==> config.mk <==
export PLATFORM = sky130hd
export DESIGN_NAME = cassette_tone_framer_core_flat
export DESIGN_NICKNAME = d
export VERILOG_FILES = /design/src/hw/rtl/ctf_pkg.sv /design/src/hw/rtl/ctf_req_if.sv /design/src/hw/rtl/ctf_rsp_if.sv /design/src/hw/rtl/ctf_front.sv /design/src/hw/rtl/ctf_queue.sv /design/src/hw/rtl/ctf_back.sv /design/src/hw/rtl/cassette_tone_framer_core.sv /design/src/flat_wrapper.sv
export VERILOG_INCLUDE_DIRS = /design/src /design/src/hw/rtl
export SDC_FILE = /design/constraint.sdc
export NUM_CORES = 1
export LEC_CHECK = 0
export BUFFER_PORTS_ARGS = -buffer_cell sky130_fd_sc_hd__buf_2
export CORE_MARGIN = 2
export CORE_UTILIZATION = 50
export CTS_BUF_LIST = sky130_fd_sc_hd__clkbuf_2
export CTS_CLUSTER_SIZE = 24
export DETAILED_ROUTE_END_ITERATION = 12
export HOLD_SLACK_MARGIN = 0.08
export PLACE_DENSITY = 0.71
export SLEW_MARGIN = 0
export SYNTH_ARGS = -nofsm -noshare
export SYNTH_HDL_FRONTEND = slang
export SYNTH_SLANG_ARGS = --single-unit
==> constraint.sdc <==
create_clock -name clock -period 3.9 [get_ports clock]
set_input_delay 1.17 -clock clock [delete_from_list [all_inputs] [get_ports clock]]
set_output_delay 1.17 -clock clock [all_outputs]
set_load 0.02 [all_outputs]
==> src/hw/rtl/cassette_tone_framer_core_defines.svh <==
// Assertion macros for the cassette tone framer RTL.
// Assertion macros only; every asserting module samples on clock and is disabled by reset.
`ifndef CASSETTE_TONE_FRAMER_CORE_DEFINES_SVH
`define CASSETTE_TONE_FRAMER_CORE_DEFINES_SVH

`ifndef NO_ASSERTIONS

// Check that a condition holds at every clock edge out of reset.
`define CTF_ASSERT_ALWAYS(lbl, expr, msg) \
   lbl: assert property (@(posedge clock) disable iff (reset) (expr)) else $error(msg);

// Check that a condition in one cycle implies another in the next cycle.
`define CTF_ASSERT_NEXT(lbl, cond, expr, msg) \
   lbl: assert property (@(posedge clock) disable iff (reset) (cond) |=> (expr)) \
      else $error(msg);

`else

`define CTF_ASSERT_ALWAYS(lbl, expr, msg)
`define CTF_ASSERT_NEXT(lbl, cond, expr, msg)

`endif

`endif

==> src/hw/rtl/ctf_pkg.sv <==
// Shared types and constants for the cassette tone framer.
// No dependencies; used by the interfaces and every module of the block.
package ctf_pkg;

   localparam int FREQ_W      = 15;
   localparam int PER_W       = 9;
   localparam int BYTE_W      = 8;
   localparam int ACT_W       = 2;
   localparam int SYM_W       = 2;
   localparam int NUM_SYMBOLS = 4;
   localparam int CSR_IDX_W   = 2;
   localparam int STEP_W      = 3;

   // Command queue between front and back
   localparam int QUEUE_DEPTH = 2;
   localparam int QPTR_W      = 1;
   localparam int QCNT_W      = 2;

   // Input action codes
   localparam logic [ACT_W-1:0] ACT_START = 2'd0;
   localparam logic [ACT_W-1:0] ACT_DATA  = 2'd1;
   localparam logic [ACT_W-1:0] ACT_END   = 2'd2;

   // Fixed tones
   localparam logic [FREQ_W-1:0] PILOT_FREQ    = 15'd5000;
   localparam logic [PER_W-1:0]  PILOT_PERIODS = 9'd500;
   localparam logic [FREQ_W-1:0] SYNC_FREQ     = 15'd10000;
   localparam logic [PER_W-1:0]  SYNC_PERIODS  = 9'd2;
   localparam logic [FREQ_W-1:0] END_FREQ      = 15'd3500;
   localparam logic [PER_W-1:0]  END_PERIODS   = 9'd2;
   localparam logic [PER_W-1:0]  SYMBOL_PERIODS = 9'd1;

   // Sequencer steps of the final tone per command
   localparam logic [STEP_W-1:0] STEP_SYNC     = 3'd1;
   localparam logic [STEP_W-1:0] STEP_LAST_SYM = 3'd3;
   localparam logic [STEP_W-1:0] STEP_END_TONE = 3'd4;

   // Symbol frequency register reset values
   localparam logic [FREQ_W-1:0] FREQ_SYM0_RST = 15'd11025;
   localparam logic [FREQ_W-1:0] FREQ_SYM1_RST = 15'd7350;
   localparam logic [FREQ_W-1:0] FREQ_SYM2_RST = 15'd5512;
   localparam logic [FREQ_W-1:0] FREQ_SYM3_RST = 15'd4410;

   typedef enum logic [1:0] {
      CMD_START,
      CMD_DATA,
      CMD_END
   } cmd_kind_type;

   typedef struct packed {
      cmd_kind_type      kind;
      logic [BYTE_W-1:0] payload;
   } cmd_type;

   typedef struct packed {
      logic empty;
      logic full;
   } q_status_type;

   typedef struct packed {
      logic [FREQ_W-1:0] freq;
      logic [PER_W-1:0]  periods;
      logic              last;
   } tone_type;

endpackage

==> src/hw/rtl/ctf_req_if.sv <==
// Input channel of the cassette tone framer: frame actions and data bytes.
// Depends on ctf_pkg for field widths.
interface ctf_req_if;
   logic                             valid;
   logic                             ready;
   logic [ctf_pkg::ACT_W-1:0]        action;
   logic [ctf_pkg::BYTE_W-1:0]       data_byte;

   modport source (output valid, output action, output data_byte, input ready);
   modport sink   (input valid, input action, input data_byte, output ready);
endinterface

==> src/hw/rtl/ctf_rsp_if.sv <==
// Result channel of the cassette tone framer: tone commands.
// Depends on ctf_pkg for field widths.
interface ctf_rsp_if;
   logic                        valid;
   logic                        ready;
   logic [ctf_pkg::FREQ_W-1:0]  tone_freq;
   logic [ctf_pkg::PER_W-1:0]   tone_periods;
   logic                        last_of_run;

   modport source (output valid, output tone_freq, output tone_periods, output last_of_run,
                   input ready);
   modport sink   (input valid, input tone_freq, input tone_periods, input last_of_run,
                   output ready);
endinterface

==> src/hw/rtl/ctf_front.sv <==
// Front end: accepts input items, classifies them and keeps the running checksum.
// Depends on ctf_pkg and ctf_req_if; pushes commands into ctf_queue.
module ctf_front (
   input  logic                  clock,
   input  logic                  reset,
   ctf_req_if.sink               req_chan,
   input  ctf_pkg::q_status_type q_status,
   output logic                  push,
   output ctf_pkg::cmd_type      push_cmd
);

   logic [ctf_pkg::BYTE_W-1:0] checksum_ff;
   logic [ctf_pkg::BYTE_W-1:0] checksum_in;
   logic                       accept;

   // Take an item whenever the queue has room
   assign req_chan.ready = !q_status.full;
   assign accept         = req_chan.valid && req_chan.ready;

   // Classify the item and update the checksum
   always_comb begin
      push             = 1'b0;
      push_cmd.kind    = ctf_pkg::CMD_DATA;
      push_cmd.payload = req_chan.data_byte;
      checksum_in      = checksum_ff;
      case (req_chan.action)
         ctf_pkg::ACT_START: begin
            push          = accept;
            push_cmd.kind = ctf_pkg::CMD_START;
            if (accept) begin
               checksum_in = '0;
            end
         end
         ctf_pkg::ACT_DATA: begin
            push = accept;
            if (accept) begin
               checksum_in = checksum_ff ^ req_chan.data_byte;
            end
         end
         ctf_pkg::ACT_END: begin
            push             = accept;
            push_cmd.kind    = ctf_pkg::CMD_END;
            push_cmd.payload = checksum_ff;
         end
         default: begin
            // Drop unused action codes
            push = 1'b0;
         end
      endcase
   end

   always_ff @(posedge clock) begin
      if (reset) begin
         checksum_ff <= '0;
      end else begin
         checksum_ff <= checksum_in;
      end
   end

endmodule

==> src/hw/rtl/ctf_queue.sv <==
// Short command queue between the front end and the tone sequencer.
// Depends on ctf_pkg for the command type and depth.
module ctf_queue (
   input  logic                  clock,
   input  logic                  reset,
   input  logic                  push,
   input  ctf_pkg::cmd_type      push_cmd,
   input  logic                  pop,
   output ctf_pkg::cmd_type      pop_cmd,
   output ctf_pkg::q_status_type q_status
);

   localparam logic [ctf_pkg::QPTR_W-1:0] LAST_PTR = ctf_pkg::QPTR_W'(ctf_pkg::QUEUE_DEPTH - 1);
   localparam logic [ctf_pkg::QCNT_W-1:0] FULL_CNT = ctf_pkg::QCNT_W'(ctf_pkg::QUEUE_DEPTH);

   ctf_pkg::cmd_type             mem_ff [ctf_pkg::QUEUE_DEPTH];
   logic [ctf_pkg::QPTR_W-1:0]   wr_ptr_ff;
   logic [ctf_pkg::QPTR_W-1:0]   wr_ptr_in;
   logic [ctf_pkg::QPTR_W-1:0]   rd_ptr_ff;
   logic [ctf_pkg::QPTR_W-1:0]   rd_ptr_in;
   logic [ctf_pkg::QCNT_W-1:0]   count_ff;
   logic [ctf_pkg::QCNT_W-1:0]   count_in;

   assign pop_cmd        = mem_ff[rd_ptr_ff];
   assign q_status.empty = (count_ff == '0);
   assign q_status.full  = (count_ff == FULL_CNT);

   // Advance pointers and count
   always_comb begin
      wr_ptr_in = wr_ptr_ff;
      rd_ptr_in = rd_ptr_ff;
      count_in  = count_ff;
      if (push) begin
         wr_ptr_in = (wr_ptr_ff == LAST_PTR) ? '0 : wr_ptr_ff + 1'b1;
      end
      if (pop) begin
         rd_ptr_in = (rd_ptr_ff == LAST_PTR) ? '0 : rd_ptr_ff + 1'b1;
      end
      if (push && !pop) begin
         count_in = count_ff + 1'b1;
      end else if (pop && !push) begin
         count_in = count_ff - 1'b1;
      end
   end

   always_ff @(posedge clock) begin
      if (reset) begin
         wr_ptr_ff <= '0;
         rd_ptr_ff <= '0;
         count_ff  <= '0;
      end else begin
         wr_ptr_ff <= wr_ptr_in;
         rd_ptr_ff <= rd_ptr_in;
         count_ff  <= count_in;
      end
   end

   // Store the pushed command
   always_ff @(posedge clock) begin
      if (push) begin
         mem_ff[wr_ptr_ff] <= push_cmd;
      end
   end

endmodule

==> src/hw/rtl/ctf_back.sv <==
// Back end: expands queued commands into tone items, one tone per cycle while rsp_chan.ready is high.
// Depends on ctf_pkg, ctf_rsp_if and the assertion macro header.
`include "cassette_tone_framer_core_defines.svh"

module ctf_back (
   input  logic                             clock,
   input  logic                             reset,
   input  logic                             csr_wr_en,
   input  logic [ctf_pkg::CSR_IDX_W-1:0]    csr_index,
   input  logic [ctf_pkg::FREQ_W-1:0]       csr_wdata,
   input  ctf_pkg::q_status_type            q_status,
   input  ctf_pkg::cmd_type                 pop_cmd,
   output logic                             pop,
   ctf_rsp_if.source                        rsp_chan
);

   logic [ctf_pkg::FREQ_W-1:0]  freq_ff [ctf_pkg::NUM_SYMBOLS];
   logic                        busy_ff;
   logic                        busy_in;
   logic [ctf_pkg::STEP_W-1:0]  step_ff;
   logic [ctf_pkg::STEP_W-1:0]  step_in;
   ctf_pkg::cmd_kind_type       kind_ff;
   logic [ctf_pkg::BYTE_W-1:0]  byte_ff;
   logic                        out_valid_ff;
   logic                        out_valid_in;
   ctf_pkg::tone_type           out_tone_ff;
   ctf_pkg::tone_type           tone;
   logic [ctf_pkg::FREQ_W-1:0]  sym_freq;
   logic                        advance;

   // Emit a tone when the output register is free or being taken
   assign advance  = busy_ff && (!out_valid_ff || rsp_chan.ready);
   assign sym_freq = freq_ff[byte_ff[ctf_pkg::BYTE_W-1 -: ctf_pkg::SYM_W]];
   assign pop      = !q_status.empty && (!busy_ff || (advance && tone.last));

   // Select the tone for the current step
   always_comb begin
      tone.freq    = sym_freq;
      tone.periods = ctf_pkg::SYMBOL_PERIODS;
      tone.last    = 1'b0;
      case (kind_ff)
         ctf_pkg::CMD_START: begin
            if (step_ff == '0) begin
               tone.freq    = ctf_pkg::PILOT_FREQ;
               tone.periods = ctf_pkg::PILOT_PERIODS;
            end else begin
               tone.freq    = ctf_pkg::SYNC_FREQ;
               tone.periods = ctf_pkg::SYNC_PERIODS;
               tone.last    = 1'b1;
            end
         end
         ctf_pkg::CMD_DATA: begin
            tone.last = (step_ff == ctf_pkg::STEP_LAST_SYM);
         end
         ctf_pkg::CMD_END: begin
            if (step_ff == ctf_pkg::STEP_END_TONE) begin
               tone.freq    = ctf_pkg::END_FREQ;
               tone.periods = ctf_pkg::END_PERIODS;
               tone.last    = 1'b1;
            end
         end
         default: begin
            tone.last = 1'b1;
         end
      endcase
   end

   // Sequence control and output handshake
   always_comb begin
      busy_in      = busy_ff;
      step_in      = step_ff;
      out_valid_in = out_valid_ff;
      if (advance) begin
         step_in = step_ff + 1'b1;
         if (tone.last) begin
            busy_in = 1'b0;
         end
      end
      if (pop) begin
         busy_in = 1'b1;
         step_in = '0;
      end
      if (advance) begin
         out_valid_in = 1'b1;
      end else if (rsp_chan.ready) begin
         out_valid_in = 1'b0;
      end
   end

   always_ff @(posedge clock) begin
      if (reset) begin
         busy_ff      <= 1'b0;
         step_ff      <= '0;
         out_valid_ff <= 1'b0;
      end else begin
         busy_ff      <= busy_in;
         step_ff      <= step_in;
         out_valid_ff <= out_valid_in;
      end
   end

   // Hold the command payload and the outgoing tone
   always_ff @(posedge clock) begin
      if (pop) begin
         kind_ff <= pop_cmd.kind;
         byte_ff <= pop_cmd.payload;
      end else if (advance) begin
         byte_ff <= byte_ff << ctf_pkg::SYM_W;
      end
      if (advance) begin
         out_tone_ff <= tone;
      end
   end

   // Write symbol frequency registers
   always_ff @(posedge clock) begin
      if (reset) begin
         freq_ff[0] <= ctf_pkg::FREQ_SYM0_RST;
         freq_ff[1] <= ctf_pkg::FREQ_SYM1_RST;
         freq_ff[2] <= ctf_pkg::FREQ_SYM2_RST;
         freq_ff[3] <= ctf_pkg::FREQ_SYM3_RST;
      end else if (csr_wr_en) begin
         freq_ff[csr_index] <= csr_wdata;
      end
   end

   assign rsp_chan.valid        = out_valid_ff;
   assign rsp_chan.tone_freq    = out_tone_ff.freq;
   assign rsp_chan.tone_periods = out_tone_ff.periods;
   assign rsp_chan.last_of_run  = out_tone_ff.last;

   `CTF_ASSERT_ALWAYS(a_pop_needs_cmd, !pop || !q_status.empty, "pop from empty queue")
   `CTF_ASSERT_ALWAYS(a_start_steps, !(busy_ff && kind_ff == ctf_pkg::CMD_START) || step_ff <= ctf_pkg::STEP_SYNC, "start command ran past sync tone")
   `CTF_ASSERT_NEXT(a_last_ends_cmd, advance && tone.last && !pop, !busy_ff, "sequencer stayed busy after last tone")
   `CTF_ASSERT_NEXT(a_advance_fills, advance, out_valid_ff, "emitted tone not presented")

endmodule

==> src/hw/rtl/cassette_tone_framer_core.sv <==
// Top level of the cassette tone framer: front end, command queue, tone sequencer.
// Depends on ctf_pkg, ctf_req_if, ctf_rsp_if, ctf_front, ctf_queue and ctf_back.
//
//   channel    dir   handshake          payload
//   req_chan   in    valid/ready        action, data_byte
//   rsp_chan   out   valid/ready        tone_freq, tone_periods, last_of_run
//   csr_*      in    csr_wr_en strobe   csr_index, csr_wdata
//
// The tone sequencer emits one tone per cycle while rsp_chan.ready is high: a start item
// gives 2 tones, a data item 4 and an end item 5, back to back across items; the front end
// accepts one item per cycle while the two-entry command queue has room.
// The first tone of an item passes the queue entry, the sequencer state and the output register.
// Reset is synchronous; it clears the checksum, the queue and the sequencer and
// loads the symbol frequency defaults.
// rsp_chan.ready low holds the output register; the queue absorbs up to two items.
module cassette_tone_framer_core (
   input  logic                             clock,
   input  logic                             reset,
   input  logic                             csr_wr_en,
   input  logic [ctf_pkg::CSR_IDX_W-1:0]    csr_index,
   input  logic [ctf_pkg::FREQ_W-1:0]       csr_wdata,
   ctf_req_if.sink                          req_chan,
   ctf_rsp_if.source                        rsp_chan
);

   ctf_pkg::q_status_type q_status;
   ctf_pkg::cmd_type      push_cmd;
   ctf_pkg::cmd_type      pop_cmd;
   logic                  push;
   logic                  pop;

   // Classify items and keep the checksum
   ctf_front u_front (
      .clock    (clock),
      .reset    (reset),
      .req_chan (req_chan),
      .q_status (q_status),
      .push     (push),
      .push_cmd (push_cmd)
   );

   // Decouple front and back
   ctf_queue u_queue (
      .clock    (clock),
      .reset    (reset),
      .push     (push),
      .push_cmd (push_cmd),
      .pop      (pop),
      .pop_cmd  (pop_cmd),
      .q_status (q_status)
   );

   // Expand commands into tones
   ctf_back u_back (
      .clock     (clock),
      .reset     (reset),
      .csr_wr_en (csr_wr_en),
      .csr_index (csr_index),
      .csr_wdata (csr_wdata),
      .q_status  (q_status),
      .pop_cmd   (pop_cmd),
      .pop       (pop),
      .rsp_chan  (rsp_chan)
   );

endmodule
==> src/flat_wrapper.sv <==
// flat-port wrapper written by rule: the top's interface ports become plain ports
module cassette_tone_framer_core_flat 
  (clock, reset, csr_wr_en, csr_index, csr_wdata, req_chan_valid, req_chan_action, req_chan_data_byte, req_chan_ready, rsp_chan_valid, rsp_chan_tone_freq, rsp_chan_tone_periods, rsp_chan_last_of_run, rsp_chan_ready);
  ctf_req_if req_chan_i ();
  ctf_rsp_if rsp_chan_i ();
  input  logic clock;
  input  logic reset;
  input  logic csr_wr_en;
  input  logic [ctf_pkg::CSR_IDX_W-1:0] csr_index;
  input  logic [ctf_pkg::FREQ_W-1:0] csr_wdata;
  input wire logic [$bits(req_chan_i.valid)-1:0] req_chan_valid;
  input wire logic [$bits(req_chan_i.action)-1:0] req_chan_action;
  input wire logic [$bits(req_chan_i.data_byte)-1:0] req_chan_data_byte;
  output wire logic [$bits(req_chan_i.ready)-1:0] req_chan_ready;
  output wire logic [$bits(rsp_chan_i.valid)-1:0] rsp_chan_valid;
  output wire logic [$bits(rsp_chan_i.tone_freq)-1:0] rsp_chan_tone_freq;
  output wire logic [$bits(rsp_chan_i.tone_periods)-1:0] rsp_chan_tone_periods;
  output wire logic [$bits(rsp_chan_i.last_of_run)-1:0] rsp_chan_last_of_run;
  input wire logic [$bits(rsp_chan_i.ready)-1:0] rsp_chan_ready;
  assign req_chan_i.valid = req_chan_valid;
  assign req_chan_i.action = req_chan_action;
  assign req_chan_i.data_byte = req_chan_data_byte;
  assign req_chan_ready = req_chan_i.ready;
  assign rsp_chan_valid = rsp_chan_i.valid;
  assign rsp_chan_tone_freq = rsp_chan_i.tone_freq;
  assign rsp_chan_tone_periods = rsp_chan_i.tone_periods;
  assign rsp_chan_last_of_run = rsp_chan_i.last_of_run;
  assign rsp_chan_i.ready = rsp_chan_ready;
  cassette_tone_framer_core u_core (.clock(clock), .reset(reset), .csr_wr_en(csr_wr_en), .csr_index(csr_index), .csr_wdata(csr_wdata), .req_chan(req_chan_i), .rsp_chan(rsp_chan_i));
endmodule
Word level (Yosys, flattened, before mapping)
Memories as Yosys holds them, arrays and structs flattened. A register that Yosys moved wholly into a read port is not among the register bits.
Cells that the tools add are included.
{ "totals": {"mem_bits_ro": 0, "inputBits": 32, "latch_bits": 0, "elab_cells": 92, "register_bits": 52, "ram_bits": 80, "mem_count": 2} }
{ "mem_list": {"columns": ["name", "depth", "width", "read_ports", "rd_clocked_by_memory_dff", "write_ports", "line", "rtl"], "rows": [
  ["u_core.u_back.freq_ff", 4, 15, 1, 1, 4, "ctf_back.sv:17", "logic [ctf_pkg::FREQ_W-1:0] freq_ff [ctf_pkg::NUM_SYMBOLS];"],
  ["u_core.u_queue.mem_ff", 2, 10, 1, 1, 1, "ctf_queue.sv:16", "ctf_pkg::cmd_type mem_ff [ctf_pkg::QUEUE_DEPTH];"]
]} }
{ "classes": {"shifts": 0, "n_div": 0, "n_reduce_logical": 28, "mul": 0, "eq_ne": 9, "n_bitwise": 1, "mux": 35, "add_sub_neg": 5, "n_lt_le_gt_ge": 0} }
{ "ops": {"columns": ["cell", "n"], "rows": [
  ["one-hot mux 24 bit (2 select lines)", 1],
  ["two-way mux 8 bit", 5],
  ["two-way mux 25 bit", 1],
  ["two-way mux 23 bit", 1],
  ["two-way mux 1 bit", 19],
  ["one-hot mux 8 bit (2 select lines)", 1],
  ["two-way mux 15 bit", 1],
  ["OR reduction 15 bit", 1],
  ["nonzero test 2 bit", 5],
  ["two-way mux 2 bit", 4],
  ["bitwise XOR 8 bit", 1],
  ["== test 2 bit (second input constant)", 3],
  ["logical AND 1 bit", 6],
  ["zero test 1 bit", 6],
  ["zero test 2 bit", 3],
  ["== test 2 x 1 -> 1 bit (second input constant)", 2],
  ["!= test 2 bit (second input constant)", 2],
  ["one-hot mux 2 bit (2 select lines)", 1],
  ["adder 3 x 1 -> 3 bit (second input constant)", 1],
  ["== test 3 x 2 -> 1 bit (second input constant)", 1],
  ["== test 3 bit (second input constant)", 1],
  ["zero test 3 bit", 1],
  ["one-hot mux 1 bit (3 select lines)", 1],
  ["AND reduction 3 bit", 1],
  ["7 further kinds", 9]
]} }

Depth between registers and ports, before layout
{ "logic_depth": {"depth_word": 9, "depth_mapped": 10} }

Cells and area by module
From an unflattened synthesis, not the netlist that was laid out.
{ "unflattened": {"cells_unflattened": 387, "area_unflattened_um2": 5655.4} }
{ "modules_own_cells": {"columns": ["module", "instances", "cells_each", "seq_area_each_um2", "area_each_um2"], "rows": [
  ["ctf_back", 1, 273, 2812.7, 4206.5],
  ["ctf_queue", 1, 53, 700.7, 925.9],
  ["ctf_front", 1, 61, 160.2, 523.0]
]} }

Least setup slack after synthesis
Ideal clock, no wire load.
{ "synth_timing": {"path_type": "input port to flip-flop", "from": "in csr_wr_en", "to": "mem u_core.u_back.freq_ff[0][0] (netlist bit), enable pin", "setup_ns": 0.331, "cell_stages": 4, "path_slack_ns": 1.175, "required_time_ns": 3.569, "arrival_ns": 2.395, "path_cell_list": "nor2b_1 -> nor3b_1 -> clkbuf_1 -> or2_2"} }
{ "synth_rtl": {"columns": ["element", "line", "rtl"], "rows": [
  ["start: declaration", "flat_wrapper.sv:8", "input logic csr_wr_en;"],
  ["end: declaration", "ctf_back.sv:17", null]
]} }

Worst setup path after layout
{ "layout_timing": {"from": "reg u_core.u_queue.count_ff[0] (netlist bit)", "to": "out req_chan_ready"} }
{ "layout_via": {"elab_chain_len": 2} }
{ "layout_lines": {"columns": ["element", "line", "rtl"], "rows": [
  ["start: declaration", "ctf_queue.sv:21", "logic [ctf_pkg::QCNT_W-1:0] count_ff;"],
  ["start signal: assignment", "ctf_queue.sv:54", "count_ff <= count_in;"],
  ["== test 2 bit", "ctf_queue.sv:26", "assign q_status.full = (count_ff == FULL_CNT);"],
  ["zero test 1 bit", "ctf_front.sv:17", "assign req_chan.ready = !q_status.full;"],
  ["end: declaration", "flat_wrapper.sv:14", "output wire logic [$bits(req_chan_i.ready)-1:0] req_chan_ready;"]
]} }
No other way between the ends.

==> impl_summary.log <==
[metrics] Tightest Pin Transition: 1040 ps
[metrics] top_reg_cell synth: sky130_fd_sc_hd__edfxtp_1
[metrics] fillcell total: 882
[metrics] post-synthesis share of cell area spent on xor and xnor gates: 0.619%
[metrics] setup repair after global routing missed its margin: false
[metrics] synthesis-to-finish area growth: 10.6%
[metrics] average wire per cell in the routed design: 16.7 microns
[metrics] cts bufs inserted: 17
[metrics] CTS tree: built
[metrics] Clock power frac: 19.5%
[metrics] DRC Markers: 0
[metrics] Switching Share: 31.5%
[metrics] number of max-cap violations: 0
[metrics] area inside the core boundary: 10,900 sq um
[metrics] hold buffer count at cts: 0
[metrics] met2 capacity usage during global routing: 27.9%
[metrics] placer's final routability congestion estimate: 0.787
[metrics] EDFF count, synth: 109
[metrics] capturing element type of the critical path: output port
[metrics] clock root buffer: sky130_fd_sc_hd__clkbuf_2
[metrics] number of sinks on the clock net: 129
[metrics] pre-CTS setup slack: 875 ps
[metrics] relative max-transition margin: 29.4%
[metrics] worst setup path startpoint: u_core.u_queue.count_ff[0]
[metrics] global-route layer with the greatest usage: met2
[metrics] simple-gate area share of the yosys netlist: 13.9%
[metrics] Crit Path Class: register to output port
[metrics] largest net degree at the start of global routing: 24
[metrics] CP Max Fanout: 4
[metrics] met3 track utilization from global routing: 4.94%
[metrics] Static Leak: 2.32 nW
[metrics] Min-Delay Path Class: register to register
[metrics] Reg-to-Reg Start: u_core.u_back.step_ff[0]
[metrics] wirelength, routed: 9.99 mm
[metrics] Distinct cells, synth: 43
[metrics] number of top-level pins: 59
[metrics] internal power summed over all cells: 2.82 mW
[metrics] setup skew after layout: 28.6 ps
[metrics] via density per instance: 5.21
[metrics] critical path cell sequence: nand2b_1 > buf_2
[metrics] number of antenna violations at the first check in global routing: 1
[metrics] die area: 12,200 sq um
[metrics] number of nets in the synthesized netlist: 421
[metrics] fraction of final layout cells with drive strength greater than 1: 31.3%
[metrics] maximum count of clock buffers along a single path: 2
[metrics] Synth Cell Area: 5660 sq um
[metrics] multiplexer share of the synthesized area: 12.5%
[metrics] power per standard cell area: 660 nW/um^2
[metrics] Post-CTS Setup Bufs: 0
[metrics] Post-DRT Antenna Nets: 0
[metrics] P_sw: 1.30 mW
[metrics] number of global-route vias before repair: 3,068
[metrics] outcome: completed
[metrics] worst IR drop on VDD: 305 uV
[metrics] slowest CP cell: sky130_fd_sc_hd__dfxtp_1
[metrics] global-route track usage on met1: 24.9%
[metrics] critical path launch point type: register
[metrics] total of cells resized after clock tree synthesis: 0
[metrics] maximum level of the CTS H-tree: 4
[metrics] Vias: 3,117
[metrics] part of the Yosys area used for sequential elements: 64.9%
[metrics] number of hold violations in the final report: 0
[metrics] number of optimization iterations in the first detailed-route pass: 5
[metrics] global routing usage summed across all routing layers: 18.2%
[metrics] time the worst path needs with I/O delays and setup: 2670 ps
[metrics] Slew Viols, Final: 0
[metrics] highest clock frequency the design can meet: 0.374 GHz
[metrics] clock network latency to the later pin of the worst-skew pair: 650 ps
[metrics] flip-flop and latch count after synthesis: 129
[metrics] final total negative setup slack: 0 ps
[metrics] global-route wire length before repair: 15.8 mm
[metrics] initial core utilization: 51.7%
[metrics] Worst Hold Launch: u_core.u_front.checksum_ff[0]
[metrics] number of warning messages in the yosys log: 0
[metrics] I/O Buffers: 57
[metrics] Synth Area in Adders: 0.885%
[metrics] share of power burned in combinational logic: 29.8%
[metrics] final worst setup slack: 1230 ps
[metrics] Post-synth ARST share: 0%
[metrics] FP Rows: 38
[metrics] crit-path max cell delay: 430 ps
[metrics] endpoint required time on the critical path: 2730 ps
[metrics] count of mapped cells out of synthesis: 385
[metrics] Worst Hold Slack: 495 ps
[metrics] clock input transition at the sequential cells of the worst setup and hold paths: 160 ps
[metrics] setup violators final: 0
[metrics] Final period util: 68.6%
[metrics] proportion of power drawn by flip-flops and latches: 50.7%
[metrics] crit path DAT: 1500 ps
[metrics] post-layout power: 4.13 mW
[metrics] final global-route overflow total: 0
[metrics] die height: 110 microns
[metrics] Mapped Avg Cell Area: 14.7 sq um
[metrics] nets: 480
[metrics] combinational family with the most area after synthesis: simple AND/OR/NAND/NOR gates
[metrics] violation count after the first detailed-route iteration: 144
[metrics] final core utilization: 57.2%
[metrics] compound-gate portion of the synthesized area: 4.05%
[metrics] chip width: 110 microns
[metrics] post-DP HPWL: 6.81 mm
-- worst max-delay path: cells and delay by family (launching register included) --
| kind | cells | cell delay [ps] |
|---|---|---|
| buffers and inverters | 1 | 200 |
| DFF | 1 | 430 |
| and+or+nand+nor | 1 | 240 |
-- power groups by stage --
stage / clock network [mW] / registers [mW] / logic [mW]
floorplan: 0 / 2.10 / 0.999
global placement: 0 / 2.11 / 1.21
detailed placement: 0 / 2.13 / 1.24
CTS: 0.834 / 2.10 / 1.24
global route: 0.895 / 2.14 / 1.36
finish: 0.804 / 2.09 / 1.23
-- layout make-up --
class	instances	area [sq um]	share of cell area [%]
Clock buffer	23	115	1.84
Inverter	10	40.0	0.640
Timing Repair Buffer	62	323	5.16
Tap cell	140	175	2.80
Clock inverter	9	116	1.86
Multi-Input combinational cell	224	1810	28.9
Antenna cell	1	2.50	0.0400
Sequential cell	129	3670	58.7
-- synthesized netlist by cell type (2+ instances only) --
cell                       number  share of area, %
sky130_fd_sc_hd__a21o_1         2              0.27
sky130_fd_sc_hd__a21oi_1       14               1.2
sky130_fd_sc_hd__a221oi_1       2              0.31
sky130_fd_sc_hd__and2_1        36               4.0
sky130_fd_sc_hd__and3b_1        2              0.31
sky130_fd_sc_hd__buf_2          2              0.18
sky130_fd_sc_hd__buf_4          6              0.80
sky130_fd_sc_hd__buf_6          2              0.40
sky130_fd_sc_hd__clkbuf_1      11              0.73
sky130_fd_sc_hd__dfxtp_1       20               7.1
sky130_fd_sc_hd__edfxtp_1     109                58
sky130_fd_sc_hd__ha_1           4              0.88
sky130_fd_sc_hd__inv_1          8              0.53
sky130_fd_sc_hd__mux2_2        22               4.4
sky130_fd_sc_hd__mux2_4         6               1.6
sky130_fd_sc_hd__mux2i_1        3              0.53
sky130_fd_sc_hd__mux4_2        15               6.0
sky130_fd_sc_hd__nand2_1        9              0.60
sky130_fd_sc_hd__nand2b_1      20               2.2
sky130_fd_sc_hd__nand3b_1      10               1.3
sky130_fd_sc_hd__nor2_1        26               1.7
sky130_fd_sc_hd__nor2b_1        8              0.88
sky130_fd_sc_hd__nor3_1         2              0.18
sky130_fd_sc_hd__nor3b_1        2              0.27
sky130_fd_sc_hd__o21ai_0       13               1.2
sky130_fd_sc_hd__or2_2          4              0.44
sky130_fd_sc_hd__or2b_1         9               1.2
sky130_fd_sc_hd__xnor2_1        2              0.31
sky130_fd_sc_hd__xor2_1         2              0.31
-- placed cells by master, fill, tap and decap left out, drive strengths merged, types with 7 or more instances in the layout --
cell type	n
edfxtp	109
buf	62
and2	36
mux2	28
nor2	26
clkbuf	23
nand2b	20
dfxtp	20
mux4	15
a21oi	15
o21ai	13
nand3b	10
nand2	9
or2b	9
inv	9
nor2b	8
clkinv	7
-- kinds of logic after synthesis --
group / after synthesis
simple gates: 133
flops: 129
mux: 46
xor+xnor: 4
other cells: 1
buf+inv: 32
compound gates: 36
fa+ha+maj: 4
-- state kept, by name, indices dropped and copies added, names as in the netlist, named ones only --
signal / count
u_core.u_back.busy_ff: 1
u_core.u_back.byte_ff: 8
u_core.u_back.freq_ff: 60
u_core.u_back.kind_ff: 2
u_core.u_back.rsp_chan.last_of_run: 1
u_core.u_back.rsp_chan.tone_freq: 15
u_core.u_back.rsp_chan.tone_periods: 3
u_core.u_back.rsp_chan.valid: 1
u_core.u_back.step_ff: 3
u_core.u_front.checksum_ff: 8
u_core.u_queue.count_ff: 2
u_core.u_queue.mem_ff: 20
u_core.u_queue.rd_ptr_ff: 1
u_core.u_queue.wr_ptr_ff: 1
-- path summary, 6_finish.rpt --
| check | to | slack, ps | cells after the start |
|---|---|---|---|
| max reg2reg | u_core.u_queue.count_ff[1] | 1520 | 8 |
| min | u_core.u_front.checksum_ff[0] | 500 | 2 |
| min reg2reg | u_core.u_front.checksum_ff[0] | 500 | 2 |
| max | req_chan_ready | 1230 | 2 |
-- per-layer routing --
| layer | vias to the layer above | wire, microns |
|---|---|---|
| met3 | 8 | 446 |
| met1 | 1503 | 4680 |
| met5 | - | 0 |
| li1 | 1517 | - |
| met4 | 0 | 72 |
| met2 | 89 | 4790 |
-- per-stage QoR --
stage,cells,instance area (sq um)
after floorplan,385,5660
after global placement,565,6020
after detailed placement,565,6020
after CTS,597,6250
after global routing,598,6250
final,598,6250
Power figures use the tool's default switching activity.
